## src/rtl/core/assert_macros.svh

```systemverilog
// Assertion helpers used by the page version counter controller top.
`ifndef ASSERT_MACROS_SVH
`define ASSERT_MACROS_SVH

// Consequent must hold in the same cycle as the antecedent.
`define PVC_ASSERT_NOW(label, clk, rst_n, ante, cons, msg) \
    label: assert property (@(posedge clk) disable iff (!rst_n) (ante) |-> (cons)) \
        else $error(msg);

// Consequent must hold later than the antecedent, not in the same cycle.
`define PVC_ASSERT_AFTER3(label, clk, rst_n, ante, cons, msg) \
    label: assert property (@(posedge clk) disable iff (!rst_n) (ante) |-> ##3 (cons)) \
        else $error(msg);

`endif

```

## src/rtl/core/pvc_ram.sv

```systemverilog
`timescale 1ns / 1ps

// Single-port-write, single-port-read RAM with registered read data
module pvc_ram #(
    parameter int WIDTH = 8,
    parameter int DEPTH = 16,
    parameter int AW    = (DEPTH > 1) ? $clog2(DEPTH) : 1
) (
    input  logic             clk,
    input  logic             we,
    input  logic [AW-1:0]    waddr,
    input  logic [WIDTH-1:0] wdata,
    input  logic [AW-1:0]    raddr,
    output logic [WIDTH-1:0] rdata
);

    logic [WIDTH-1:0] mem_reg [DEPTH];
    logic [WIDTH-1:0] rdata_reg;

    always_ff @(posedge clk)
    begin
        if (we)
        begin
            mem_reg[waddr] <= wdata;
        end
        rdata_reg <= mem_reg[raddr];
    end

    assign rdata = rdata_reg;

endmodule
```

## config.mk

```make
export PLATFORM = sky130hd
export DESIGN_NAME = pvc_ram
export DESIGN_NICKNAME = d
export VERILOG_FILES = /design/src/rtl/core/assert_macros.svh /design/src/rtl/core/pvc_ram.sv
export SDC_FILE = /design/constraint.sdc
export NUM_CORES = 1
export LEC_CHECK = 0
export ABC_AREA = 0
export ABC_CLOCK_PERIOD_IN_PS = 2250
export BUFFER_PORTS_ARGS = -buffer_cell sky130_fd_sc_hd__clkbuf_2
export CAP_MARGIN = 20
export CELL_PAD_IN_SITES_DETAIL_PLACEMENT = 1
export CELL_PAD_IN_SITES_GLOBAL_PLACEMENT = 1
export CORE_MARGIN = 1.5
export CORE_UTILIZATION = 49
export CTS_CLUSTER_DIAMETER = 150
export DETAILED_ROUTE_END_ITERATION = 7
export PLACE_DENSITY_LB_ADDON = 0.1
export REMOVE_ABC_BUFFERS = 1
export SLEW_MARGIN = 20
export SYNTH_ARGS = -nofsm -noshare
export SYNTH_HDL_FRONTEND = slang
export SYNTH_SLANG_ARGS = --single-unit
```

## constraint.sdc

```tcl
create_clock -name clk -period 2.25 [get_ports clk]
set_input_delay 0.45 -clock clk [delete_from_list [all_inputs] [get_ports clk]]
set_output_delay 0.45 -clock clk [all_outputs]
set_load 0.1 [all_outputs]
```

==> reports/summary.txt <==
outcome: completed
Cells after Synth: 229
Max transition margin: 0.627
Worst EP arrival: 1.35 ns
row cnt: 37
HP Start: wdata[1]
RSZ-0062 raised after global routing: no
Critical R2R Capture: rdata[2]
initial antenna violation count: 0
IO Count: 26
clk sinks: 136
vias in the first global route: 2,670
cell-by-cell trace of the critical path: clkbuf_2
minimum clock period: 1.80 ns
DR vias: 2,457
max reg flops: 128
final setup TNS: 0 ns
WS Path Type: register to output port
Die Y: 105 um
CP peak stage delay: 0.47 ns
Syn-to-layout area delta: 19.9%
Max clock buf depth: 2
cts repair resizes: 0
Slowest cell on crit path: clkbuf_2
Global Route Usage Sum: 0.208
Final ANT Viol Nets: 0
Final Setup Violations: 0
# H-tree levels: 4
# diodes: 0
min-delay worst type: input port to register
pwr dens: 996 nW/um^2
pin count of the biggest net entering global routing: 33
share of cells above drive strength 1: 0.322
crit path max fanout: 1
sequential element share of the synthesized area: 0.778
Final Wtd Congestion: 0.726
number of max-cap violations: 0
DRC: 0
final wirelength: 10,400 um
CORE AREA: 10,300 sq um
Syn Area/Cell: 22.5 sq um
CTS root buf: clkbuf_8
Die Area: 11,100 sq um
FF/Latch Area: 4000 sq um
Post-CTS Setup Bufs: 0
Port Buffers: 25
Initial Util: 0.501
highest clock rate: 556 MHz
fin crit share: 0.799
Cell Area, Synth: 5150 sq um
CP Capture Type: output port
TritonCTS Buffers: 17
Worst-Margin Slew: 0.561 ns
multi-input logic area: 1060 sq um
Synth cell types: 19
hold path endpoint: mem_reg[1][1]
TritonCTS clock tree: done
YS warnings: 0
GRT overflow: 0
Yosys reg bits: 136
Slew Limit Fails: 0
critical path's top delay family: buffers and inverters
HPWL after DPL: 6450 um
hold path depth: 1
Critical Path Start Type: register
Layout fillers: 913
CP Launch Point: rdata[4]
Final Hold Fails: 0
Pre-antenna DRT Iters: 4
Lkg Pwr: 2.12 nW
commonest non-fill, non-tap cell in the layout: edfxtp_1
Avg WL per Cell: 24.0 um
worst clock skew: 0.00795 ns
WP data required: 1.80 ns
Via-to-Cell Ratio: 5.66
Clock transition at path regs: 0.06 ns
first-pass GRT wire length: 16,100 um
worst r2r path cells: 3
Nets: 303
Hold-fix buffers, CTS: 0
worst vdd ir: 0.573 mV
Clock Latency Late Sink: 0.52 ns
RR Startpoint: mem_reg[9][2]
DIE WIDTH: 105 um
1st-iter DRT viols: 126
most frequent cells in the layout: edfxtp_1 (128), clkbuf_2 (25), buf_4 (20)
CP Buf/Inv Count: 1
R2R Setup Slk: 0.83 ns
worst hold slack: 0.366 ns
## worst reg2reg max path, cell delays in order (launching register included)
cell,delay [ns]
edfxtp_1,0.36
mux4_1,0.50
a22oi_1,0.32
nand2_1,0.11
## cells by family (layout without fill, tap and decap cells)
logic type	after synthesis	count (layout)	synth area share
buf+inv	10	79	0.0168
simple gates	35	35	0.0318
mux	32	32	0.150
flops	136	136	0.778
compound gates	16	16	0.0233
## per-layer routing
metal | GRT usage | up-vias | part of all wire
met5 | 0 | - | 0
met2 | 0.313 | 68 | 0.48
li1 | - | 1085 | -
met1 | 0.298 | 1286 | 0.47
met4 | 0.0830 | 0 | 0.016
met3 | 0.0482 | 18 | 0.043
## synth_stat cells
master,number,area (sq um)
nor3_1,4,20.0
buf_6,3,33.8
or3b_2,1,8.76
nand3_1,1,5.00
buf_4,1,7.51
nor2b_1,1,6.26
nand2_1,9,33.8
dfxtp_1,8,160
mux4_2,18,405
nor2_1,13,48.8
and2_1,1,6.26
mux4_1,14,368
buf_2,3,15.0
clkdlybuf4s25_2,3,30.0
nand2b_1,2,12.5
edfxtp_1,128,3840
a22oi_1,16,120
nand3b_1,2,15.0
and2b_1,1,7.51
## through the flow
step / utilization / power [W] / setup slack [ns] / cells / area, sq um
2_1_floorplan: - / 0.00313 / 0.307 / 219 / 5060
3_3_place_gp: 0.540 / 0.00328 / 0.281 / 402 / 5550
3_5_place_dp: 0.540 / 0.00329 / 0.249 / 402 / 5550
4_1_cts: 0.600 / 0.00619 / 0.441 / 434 / 6170
5_1_grt: 0.600 / 0.00631 / 0.431 / 434 / 6170
6_report: 0.600 / 0.00614 / 0.452 / 434 / 6170
## worst max path at each step
stage	endpoint	cells past startpoint	slack [ns]
final	rdata[4]	1	0.45
after global placement	rdata[5]	5	0.28
after detailed placement	rdata[2]	5	0.25
after floorplan	mem_reg[0][0]	2	0.31
after CTS	rdata[1]	1	0.44
after global routing	rdata[5]	1	0.43
## where the power goes
part           internal, W  switching, W  leakage, nW
logic             0.000115      0.000273        0.600
registers          0.00283     0.0000197         1.22
clock network      0.00190       0.00101        0.298
total              0.00485       0.00130         2.12
## cell type report
class,instances,area share
sequential,136,0.649
multi-input combinational,83,0.171
clock buffer,18,0.0677
timing repair buffer,47,0.0511
clock inverter,14,0.0333
tap,136,0.0276
(Power assumes the default switching activity.)
